**config.mk**
```make
export PLATFORM = sky130hd
export DESIGN_NAME = bit_history_bucket_merger_unit
export DESIGN_NICKNAME = d
export VERILOG_FILES = /design/src/hdl/bhbm_pkg.sv /design/src/hdl/bhbm_ctrl.sv /design/src/hdl/bhbm_datapath.sv /design/src/hdl/bit_history_bucket_merger_unit.sv
export SDC_FILE = /design/constraint.sdc
export NUM_CORES = 2
export LEC_CHECK = 0
export ABC_CLOCK_PERIOD_IN_PS = 6000
export BUFFER_PORTS_ARGS = -buffer_cell sky130_fd_sc_hd__buf_2
export CORE_MARGIN = 3
export CORE_UTILIZATION = 40
export CTS_CLUSTER_SIZE = 16
export DETAILED_ROUTE_END_ITERATION = 6
export GPL_ROUTABILITY_DRIVEN = 0
export MAX_ROUTING_LAYER = met4
export PLACE_DENSITY_LB_ADDON = 0.15
export SLEW_MARGIN = 20
export SYNTH_ARGS = -nofsm -noshare
export SYNTH_HDL_FRONTEND = slang
export SYNTH_SLANG_ARGS = --single-unit
```
**constraint.sdc**
```tcl
create_clock -name clk -period 6 [get_ports clk]
set_input_delay 0.3 -clock clk [delete_from_list [all_inputs] [get_ports clk]]
set_output_delay 0.3 -clock clk [all_outputs]
set_load 0.01 [all_outputs]
```
**src/hdl/bhbm_pkg.sv**
```systemverilog
// ----------------------------------------------------------------------------
// bhbm_pkg
// Shared types and constants for the bit history bucket merger.
// ----------------------------------------------------------------------------
`default_nettype none

package bhbm_pkg;

    // Fixed port widths
    localparam int IDX_W       = 6;
    localparam int OUT_COUNT_W = 32;
    localparam int USE_W       = 7;

    // Defaults for the top level parameters
    localparam int DEF_MAX_BUCKETS = 64;
    localparam int DEF_COUNT_WIDTH = 32;

    // Command codes
    localparam logic CMD_ADD  = 1'b0;
    localparam logic CMD_READ = 1'b1;

    typedef enum logic [2:0] {
        ST_IDLE,
        ST_DECODE,
        ST_STREAM,
        ST_FLUSH,
        ST_RESULT
    } state_t;

    // Controller to datapath
    typedef struct packed {
        logic accept;
        logic decode;
        logic stream_step;
        logic flush;
        logic load_out;
    } ctrl_cmd_t;

    // Datapath to controller
    typedef struct packed {
        logic decode_stream;
        logic stream_last;
        logic out_free;
    } dp_status_t;

endpackage

`default_nettype wire

```
**src/hdl/bhbm_ctrl.sv**
```systemverilog
// ----------------------------------------------------------------------------
// bhbm_ctrl
// Sequencer for the bucket merger: decode, merge stream, flush, result.
// ----------------------------------------------------------------------------
`default_nettype none

module bhbm_ctrl (
    input  wire logic                 clk,
    input  wire logic                 rst_n,
    input  wire logic                 in_valid,
    output logic                      in_stall,
    output bhbm_pkg::ctrl_cmd_t       cmd,
    input  wire bhbm_pkg::dp_status_t status
);
    import bhbm_pkg::*;

    state_t state_reg;
    state_t state_next;

    always_ff @(posedge clk or negedge rst_n)
    begin
        if (!rst_n)
        begin
            state_reg <= ST_IDLE;
        end
        else
        begin
            state_reg <= state_next;
        end
    end

    always_comb
    begin
        state_next = state_reg;
        cmd        = '0;
        in_stall   = 1'b1;
        case (state_reg)
            ST_IDLE:
            begin
                in_stall   = 1'b0;
                cmd.accept = in_valid;
                if (in_valid)
                begin
                    state_next = ST_DECODE;
                end
            end
            ST_DECODE:
            begin
                cmd.decode = 1'b1;
                state_next = status.decode_stream ? ST_STREAM : ST_RESULT;
            end
            ST_STREAM:
            begin
                cmd.stream_step = 1'b1;
                if (status.stream_last)
                begin
                    state_next = ST_FLUSH;
                end
            end
            ST_FLUSH:
            begin
                cmd.flush  = 1'b1;
                state_next = ST_RESULT;
            end
            ST_RESULT:
            begin
                // hold until the output register can take the beat
                if (status.out_free)
                begin
                    cmd.load_out = 1'b1;
                    state_next   = ST_IDLE;
                end
            end
            default:
            begin
                state_next = ST_IDLE;
            end
        endcase
    end

    a_accept_decodes: assert property (@(posedge clk) disable iff (!rst_n)
        cmd.accept |=> state_reg == ST_DECODE)
        else $error("accepted beat not followed by decode");

endmodule

`default_nettype wire

```
**src/hdl/bhbm_datapath.sv**
```systemverilog
// ----------------------------------------------------------------------------
// bhbm_datapath
// Bucket store, merge stream registers and output register.
// ----------------------------------------------------------------------------
`default_nettype none

module bhbm_datapath #(
    parameter int MAX_BUCKETS = bhbm_pkg::DEF_MAX_BUCKETS,
    parameter int COUNT_WIDTH = bhbm_pkg::DEF_COUNT_WIDTH
) (
    input  wire logic                             clk,
    input  wire logic                             rst_n,
    input  wire bhbm_pkg::ctrl_cmd_t              cmd,
    output bhbm_pkg::dp_status_t                  status,
    input  wire logic                             command,
    input  wire logic                             bit_value,
    input  wire logic [bhbm_pkg::IDX_W-1:0]       bucket_index,
    output logic                                  out_valid,
    input  wire logic                             out_stall,
    output logic [bhbm_pkg::OUT_COUNT_W-1:0]      items_in_bucket,
    output logic [bhbm_pkg::OUT_COUNT_W-1:0]      ones_in_bucket,
    output logic [bhbm_pkg::OUT_COUNT_W-1:0]      zeroes_in_bucket,
    output logic [bhbm_pkg::USE_W-1:0]            buckets_in_use,
    output logic                                  index_valid,
    output logic                                  add_refused
);
    import bhbm_pkg::*;

    localparam int AW    = $clog2(MAX_BUCKETS);
    localparam int TW    = $clog2(MAX_BUCKETS + 1);
    localparam int CMP_W = (TW > IDX_W) ? TW : IDX_W;

    // Bucket store, newest at address 0
    logic [COUNT_WIDTH-1:0] items_mem [MAX_BUCKETS];
    logic [COUNT_WIDTH-1:0] ones_mem  [MAX_BUCKETS];

    logic                   cmd_reg;
    logic                   bit_reg;
    logic [IDX_W-1:0]       idx_reg;
    logic [TW-1:0]          total_reg;
    logic                   empty_reg;
    logic                   refused_reg;
    logic [TW-1:0]          rd_ptr_reg;
    logic [TW-1:0]          wr_ptr_reg;
    logic                   seen_reg;
    logic [COUNT_WIDTH-1:0] cur_items_reg;
    logic [COUNT_WIDTH-1:0] cur_ones_reg;
    logic [COUNT_WIDTH-1:0] q_items_reg;
    logic [COUNT_WIDTH-1:0] q_ones_reg;

    logic                   out_valid_reg;
    logic [OUT_COUNT_W-1:0] items_out_reg;
    logic [OUT_COUNT_W-1:0] ones_out_reg;
    logic [OUT_COUNT_W-1:0] zeroes_out_reg;
    logic [USE_W-1:0]       use_out_reg;
    logic                   index_valid_reg;
    logic                   refused_out_reg;

    logic                   is_read;
    logic                   read_hit;
    logic                   full;
    logic                   q_eq;
    logic                   merge_now;
    logic                   rd_more;
    logic                   mem_we;
    logic [AW-1:0]          mem_waddr;
    logic [COUNT_WIDTH-1:0] mem_witems;
    logic [COUNT_WIDTH-1:0] mem_wones;
    logic                   mem_re;
    logic [AW-1:0]          mem_raddr;
    logic [CMP_W-1:0]       idx_ext;
    logic [COUNT_WIDTH-1:0] sel_items;
    logic [COUNT_WIDTH-1:0] sel_ones;

    always_comb
    begin
        is_read   = (cmd_reg == CMD_READ);
        idx_ext   = CMP_W'(idx_reg);
        read_hit  = idx_ext < CMP_W'(total_reg);
        full      = total_reg >= TW'(MAX_BUCKETS);
        q_eq      = (cur_items_reg == q_items_reg);
        merge_now = q_eq && seen_reg;
        rd_more   = rd_ptr_reg < total_reg;

        status.decode_stream = !is_read && !empty_reg && !full;
        status.stream_last   = (rd_ptr_reg == total_reg);
        status.out_free      = !out_valid_reg || !out_stall;

        mem_we     = 1'b0;
        mem_waddr  = wr_ptr_reg[AW-1:0];
        mem_witems = cur_items_reg;
        mem_wones  = cur_ones_reg;
        mem_re     = 1'b0;
        mem_raddr  = '0;

        if (cmd.decode)
        begin
            if (is_read)
            begin
                mem_re    = 1'b1;
                mem_raddr = idx_ext[AW-1:0];
            end
            else if (empty_reg)
            begin
                // first add fills the empty bucket in place
                mem_we     = 1'b1;
                mem_waddr  = '0;
                mem_witems = COUNT_WIDTH'(1);
                mem_wones  = COUNT_WIDTH'(bit_reg);
            end
            else if (!full)
            begin
                mem_re = 1'b1;
            end
        end

        if (cmd.stream_step)
        begin
            mem_we = !merge_now;
            if (rd_more)
            begin
                mem_re    = 1'b1;
                mem_raddr = rd_ptr_reg[AW-1:0];
            end
        end

        if (cmd.flush)
        begin
            mem_we = 1'b1;
        end

        sel_items = '0;
        sel_ones  = '0;
        if (is_read && read_hit && !empty_reg)
        begin
            sel_items = q_items_reg;
            sel_ones  = q_ones_reg;
        end
    end

    // Writes land below the read pointer, so the stream compacts in place
    always_ff @(posedge clk)
    begin
        if (mem_we)
        begin
            items_mem[mem_waddr] <= mem_witems;
            ones_mem[mem_waddr]  <= mem_wones;
        end
        if (mem_re)
        begin
            q_items_reg <= items_mem[mem_raddr];
            q_ones_reg  <= ones_mem[mem_raddr];
        end
    end

    always_ff @(posedge clk or negedge rst_n)
    begin
        if (!rst_n)
        begin
            total_reg     <= TW'(1);
            empty_reg     <= 1'b1;
            out_valid_reg <= 1'b0;
        end
        else
        begin
            if (cmd.decode && !is_read && empty_reg)
            begin
                empty_reg <= 1'b0;
            end
            if (cmd.flush)
            begin
                total_reg <= wr_ptr_reg + TW'(1);
            end
            if (cmd.load_out)
            begin
                out_valid_reg <= 1'b1;
            end
            else if (!out_stall)
            begin
                out_valid_reg <= 1'b0;
            end
        end
    end

    always_ff @(posedge clk)
    begin
        if (cmd.accept)
        begin
            cmd_reg     <= command;
            bit_reg     <= bit_value;
            idx_reg     <= bucket_index;
            refused_reg <= 1'b0;
        end

        if (cmd.decode && !is_read && !empty_reg)
        begin
            if (full)
            begin
                refused_reg <= 1'b1;
            end
            else
            begin
                // new one-item bucket leads the stream
                cur_items_reg <= COUNT_WIDTH'(1);
                cur_ones_reg  <= COUNT_WIDTH'(bit_reg);
                seen_reg      <= 1'b0;
                wr_ptr_reg    <= '0;
                rd_ptr_reg    <= TW'(1);
            end
        end

        if (cmd.stream_step)
        begin
            if (merge_now)
            begin
                // third equal bucket: fold into the held one and drop it
                cur_items_reg <= cur_items_reg + q_items_reg;
                cur_ones_reg  <= cur_ones_reg + q_ones_reg;
                seen_reg      <= 1'b0;
            end
            else
            begin
                wr_ptr_reg    <= wr_ptr_reg + TW'(1);
                cur_items_reg <= q_items_reg;
                cur_ones_reg  <= q_ones_reg;
                seen_reg      <= q_eq;
            end
            if (rd_more)
            begin
                rd_ptr_reg <= rd_ptr_reg + TW'(1);
            end
        end

        if (cmd.load_out)
        begin
            items_out_reg   <= OUT_COUNT_W'(sel_items);
            ones_out_reg    <= OUT_COUNT_W'(sel_ones);
            zeroes_out_reg  <= OUT_COUNT_W'(sel_items - sel_ones);
            use_out_reg     <= USE_W'(total_reg);
            index_valid_reg <= is_read && read_hit;
            refused_out_reg <= refused_reg;
        end
    end

    assign out_valid        = out_valid_reg;
    assign items_in_bucket  = items_out_reg;
    assign ones_in_bucket   = ones_out_reg;
    assign zeroes_in_bucket = zeroes_out_reg;
    assign buckets_in_use   = use_out_reg;
    assign index_valid      = index_valid_reg;
    assign add_refused      = refused_out_reg;

    a_total_range: assert property (@(posedge clk) disable iff (!rst_n)
        total_reg != '0 && total_reg <= TW'(MAX_BUCKETS))
        else $error("bucket count out of range");

    a_write_behind_read: assert property (@(posedge clk) disable iff (!rst_n)
        cmd.stream_step |-> wr_ptr_reg < rd_ptr_reg)
        else $error("merge stream write overtook read");

    a_empty_single: assert property (@(posedge clk) disable iff (!rst_n)
        empty_reg |-> total_reg == TW'(1))
        else $error("empty store holds more than one bucket");

endmodule

`default_nettype wire

```
**src/hdl/bit_history_bucket_merger_unit.sv**
```systemverilog
// ----------------------------------------------------------------------------
// bit_history_bucket_merger_unit
// Exponential histogram of a bit stream with in-place bucket merging.
// ----------------------------------------------------------------------------
//   channel | handshake           | payload
//   --------+---------------------+--------------------------------------------
//   in      | in_valid, in_stall  | command, bit_value, bucket_index
//   out     | out_valid, out_stall| items/ones/zeroes_in_bucket, buckets_in_use,
//           |                     | index_valid, add_refused
//
// A read passes through accept, decode and output load; the beat shows in the
// cycle after the load. An add that pushes a bucket runs a merge stream and a
// flush between decode and load, as the merge stream reads and compacts the store one
// bucket per cycle. Other adds skip the stream. Reset leaves one empty bucket.
// One beat is worked at a time; a finished beat waits in the output register
// while the next is accepted, and a stalled result holds the one after it.
// ----------------------------------------------------------------------------
`default_nettype none

module bit_history_bucket_merger_unit #(
    parameter int MAX_BUCKETS = bhbm_pkg::DEF_MAX_BUCKETS,
    parameter int COUNT_WIDTH = bhbm_pkg::DEF_COUNT_WIDTH
) (
    input  wire logic                          clk,
    input  wire logic                          rst_n,
    input  wire logic                          in_valid,
    output logic                               in_stall,
    input  wire logic                          command,
    input  wire logic                          bit_value,
    input  wire logic [bhbm_pkg::IDX_W-1:0]    bucket_index,
    output logic                               out_valid,
    input  wire logic                          out_stall,
    output logic [bhbm_pkg::OUT_COUNT_W-1:0]   items_in_bucket,
    output logic [bhbm_pkg::OUT_COUNT_W-1:0]   ones_in_bucket,
    output logic [bhbm_pkg::OUT_COUNT_W-1:0]   zeroes_in_bucket,
    output logic [bhbm_pkg::USE_W-1:0]         buckets_in_use,
    output logic                               index_valid,
    output logic                               add_refused
);
    import bhbm_pkg::*;

    ctrl_cmd_t  cmd;
    dp_status_t status;

    bhbm_ctrl u_ctrl (
        .clk      (clk),
        .rst_n    (rst_n),
        .in_valid (in_valid),
        .in_stall (in_stall),
        .cmd      (cmd),
        .status   (status)
    );

    bhbm_datapath #(
        .MAX_BUCKETS (MAX_BUCKETS),
        .COUNT_WIDTH (COUNT_WIDTH)
    ) u_datapath (
        .clk              (clk),
        .rst_n            (rst_n),
        .cmd              (cmd),
        .status           (status),
        .command          (command),
        .bit_value        (bit_value),
        .bucket_index     (bucket_index),
        .out_valid        (out_valid),
        .out_stall        (out_stall),
        .items_in_bucket  (items_in_bucket),
        .ones_in_bucket   (ones_in_bucket),
        .zeroes_in_bucket (zeroes_in_bucket),
        .buckets_in_use   (buckets_in_use),
        .index_valid      (index_valid),
        .add_refused      (add_refused)
    );

endmodule

`default_nettype wire

```
==> flow_metrics.tcl <==
set metrics [dict create \
    status "completed" \
    crit_top_cell "buf_12" \
    avgSynthCellArea_sq_um 15.9 \
    crit_path_start "u_datapath.rd_ptr_reg[0]$_DFF_P_" \
    setup-violations-final 0 \
    report.final.slew_viol_count 0 \
    io_pins 119 \
    critPathKind "reg2reg" \
    via_per_inst 6.15 \
    reg_top3 "u_datapath.items_mem x2048, u_datapath.ones_mem x2048" \
    synth_adder_area_share 0.00815 \
    path_depth 16 \
    synth_mux_area_frac 0.0661 \
    hold_depth 2 \
    dp_hpwl_mm 325 \
    synth_compound_area_frac 0.0629 \
    synth.yosys.seq_area_share 0.756 \
    synth_cell_types 89 \
    slew_headroom 0.155 \
    regToRegSetupSlack_ns 0.28 \
    postCtsSetupBuffers 0 \
    leakage_nw 64.4 \
    cts_root_buf "clkbuf_16" \
    totalWireLength_mm 616 \
    cap_violations 0 \
    grt_max_degree 104 \
    grt_remaining_overflow 0 \
    fin_ws_ns 0.278 \
    crit_path_end_kind "register" \
    path_max_fanout 66 \
    clk_pin_slew_ns 0.06 \
    drt_iter0_drc 16300 \
    syn_nets 11000 \
    htreeDepth 5 \
    finalHoldViolCount 0 \
    worst_slew_pin_slew_ns 1.27 \
    synth_area_sq_um 173000 \
    swShare 0.318 \
    critPathBufInv 5 \
    timing.hold.ws_ns 0.0622 \
    final_antenna_net_count 0 \
    synthSimpleGateAreaFrac 0.0828 \
    grt_pass1_wl_mm 843 \
    layout.nets 11400 \
    dieArea_sq_um 441000 \
    syn_to_final_growth_pct 14.5 \
    post-place-ws_ns 0.205 \
    synthXorXnorAreaFrac 0.00288 \
    cp-start-kind "register" \
    r2r_cells 16 \
    worstPathRequired_ns 6.63 \
    via_count 106000 \
    powerDensity_nw_per_um2 451 \
    fin_crit_ns 5.72 \
    r2r_start "u_datapath.rd_ptr_reg[0]$_DFF_P_" \
    grt_use_total 0.281 \
    slowest_stage "a31oi_1" \
    final.setup.tns_ns 0 \
    min_path_type "in2reg" \
    cts_made_buffers 454 \
    intPower_mw 60.9 \
    clkLatencyLatePin_ns 1.01 \
    grt_antenna_before_repair 37 \
    combPwrFrac 0.245 \
    worst_path_largest_cell_delay_ns 0.90 \
    rows 240 \
    firstDrtPassIters 6 \
    synth_top_family_by_area "simple AND/OR/NAND/NOR gates" \
    fin_util 0.462 \
    p_clk_frac 0.314 \
    dieHeight_microns 664 \
    r2r-end "u_datapath.q_items_reg[20]$_DFFE_PP_" \
    cp_top_family "compound AO/OA/AOI/OAI gates" \
    clockBufferDepth 4 \
    drc 0 \
    netlist_instances 10900 \
    fmax_ghz 0.175 \
    cts.sinks 4365 \
    vdd_drop_max_v 0.000393 \
    p_seq_frac 0.442 \
    initial_core_util 0.403 \
    rsz0062_at_grt "false" \
    ys_seq_elements 4365 \
    coreArea_sq_um 429000 \
    fin_skew_ns 0.0481 \
    power.switching_mw 28.4 \
    synth_ff_type "edfxtp_1" \
    crit_chain "inv_1, ha_1, nor2b_1, o21ai_1, a21oi_4, buf_4, o31a_2, buf_12, buf_12, buf_12, nand2_1, a32oi_1, a31oi_1, a21oi_1, nor3_1, a31oi_1" \
    crit_end "u_datapath.q_items_reg[20]$_DFFE_PP_" \
    yosys_warnings 0 \
    wire_per_inst_microns 35.6 \
    critPathArrivalTime_ns 6.35 \
    period_share 0.954 \
    async_reset_ff_frac 0.00275 \
    grt_pass1_vias 102000 \
    drive_above_1_share 0.157 \
    cts_tree "yes" \
    synth_edf_count 4338 \
    numPortBuffers 118 \
    die_x_microns 664 \
]
[worst min path at each step]
| stage | end | slack [ns] | from |
|---|---|---|---|
| after CTS | u_datapath.idx_reg[1]$_DFFE_PP_ | 0.002 | bucket_index[1] |
| after global routing | u_datapath.idx_reg[1]$_DFFE_PP_ | 0.05 | bucket_index[1] |
| after floorplan | u_ctrl.state_reg[0]$_DFFE_PN0P_ | 0.004 | rst_n |
| final | u_datapath.idx_reg[1]$_DFFE_PP_ | 0.06 | bucket_index[1] |
| after detailed placement | u_datapath.out_valid$_DFFE_PN0P_ | 0.21 | rst_n |
| after global placement | u_datapath.out_valid$_DFFE_PN0P_ | 0.20 | rst_n |
[power groups by stage]
stage | clock [mW] | sequential (mW) | combinational [mW]
after detailed placement | 0 | 40.0 | 21.4
after CTS | 28.4 | 39.4 | 21.5
after global placement | 0 | 40.0 | 21.1
after global routing | 29.6 | 39.4 | 23.2
final | 28.0 | 39.5 | 21.9
after floorplan | 0 | 39.1 | 12.9
[worst register-to-register path, cell delays in order, from the launching register on]
cell,delay (ns)
dfxtp_1,0.43
inv_1,0.16
ha_1,0.22
nor2b_1,0.11
o21ai_1,0.12
a21oi_4,0.33
buf_4,0.49
o31a_2,0.50
buf_12,0.27
buf_12,0.36
buf_12,0.49
nand2_1,0.16
a32oi_1,0.22
a31oi_1,0.11
a21oi_1,0.31
nor3_1,0.16
a31oi_1,0.90
[per-layer routing]
| layer | vias up | global-route usage | routed length (microns) | share of wire |
|---|---|---|---|---|
| li1 | 43100 | - | - | - |
| met3 | 1070 | 0.0496 | 61700 | 0.10 |
| met1 | 56100 | 0.386 | 249000 | 0.40 |
| met2 | 6250 | 0.427 | 283000 | 0.46 |
| met4 | 0 | 0.0918 | 22500 | 0.037 |
| met5 | - | - | 0 | 0 |
[area by class of cell]
class	count	area, sq um
diodes	11	27.5
clock buffers	545	11800
clock inverters	280	2750
fillers	36900	231000
inverters	111	417
multi-input cells	5721	39500
flip-flops and latches	4365	131000
well taps	5687	7120
repair buffers	584	5790
[kinds of logic (layout without fill, tap and decap cells)]
logic type	count (synthesis)	after routing
AO/OA/AOI/OAI	1531	1531
XOR/XNOR	57	57
adder cells (fa/ha/maj)	111	111
buffers and inverters	774	1520
flip-flops	4365	4365
multiplexers	673	673
other	0	11
AND/OR/NAND/NOR	3349	3349
[layout by cell type, fill, tap and decap left out, drive strengths merged, types with 87 or more instances in the layout]
cell    count
ha        108
a32oi     216
a22oi     118
clkinv    203
edfxtp   4338
a21oi     365
mux2i     262
buf       567
clkbuf    545
mux4      372
nand2    2146
nand4      87
a31oi     185
and2      101
o21ai     123
inv       126
nand3     669
nor2      162
[through the flow]
step	power [mW]	cells	instance area, sq um
finish	89.3	17300	198000
global route	92.1	17300	198000
CTS	89.3	17300	198000
detailed placement	61.5	16500	183000
global placement	61.1	16400	183000
floorplan	52.0	10900	173000
[cell usage after synthesis, types with 38 or more instances]
cell	n	area [sq um]
a22oi_1	118	886
nor2_1	160	601
o2111ai_1	39	342
clkbuf_1	314	1180
o311ai_0	40	350
mux2i_1	262	2620
edfxtp_1	4338	130000
buf_4	63	473
and3_1	39	244
a31oi_1	185	1160
nor3_1	71	355
nand4_1	87	544
o211ai_1	41	308
nand3_1	669	3350
a21oi_1	363	1820
and2_1	99	619
a2111oi_0	62	543
nand2_1	2145	8050
buf_2	224	1120
mux4_2	372	8380
a22o_1	38	333
ha_1	108	1350
a32oi_1	216	1890
inv_1	111	417
o21ai_0	118	591
mux2_2	39	439
a21o_1	44	330
[what timing repair did]
item,4_1_cts,5_1_grt
resized for setup,0,3
endpoints found under the hold margin,40,0
hold buffers,17,0
endpoints found under the setup margin,0,5
(Power assumes the default switching activity.)
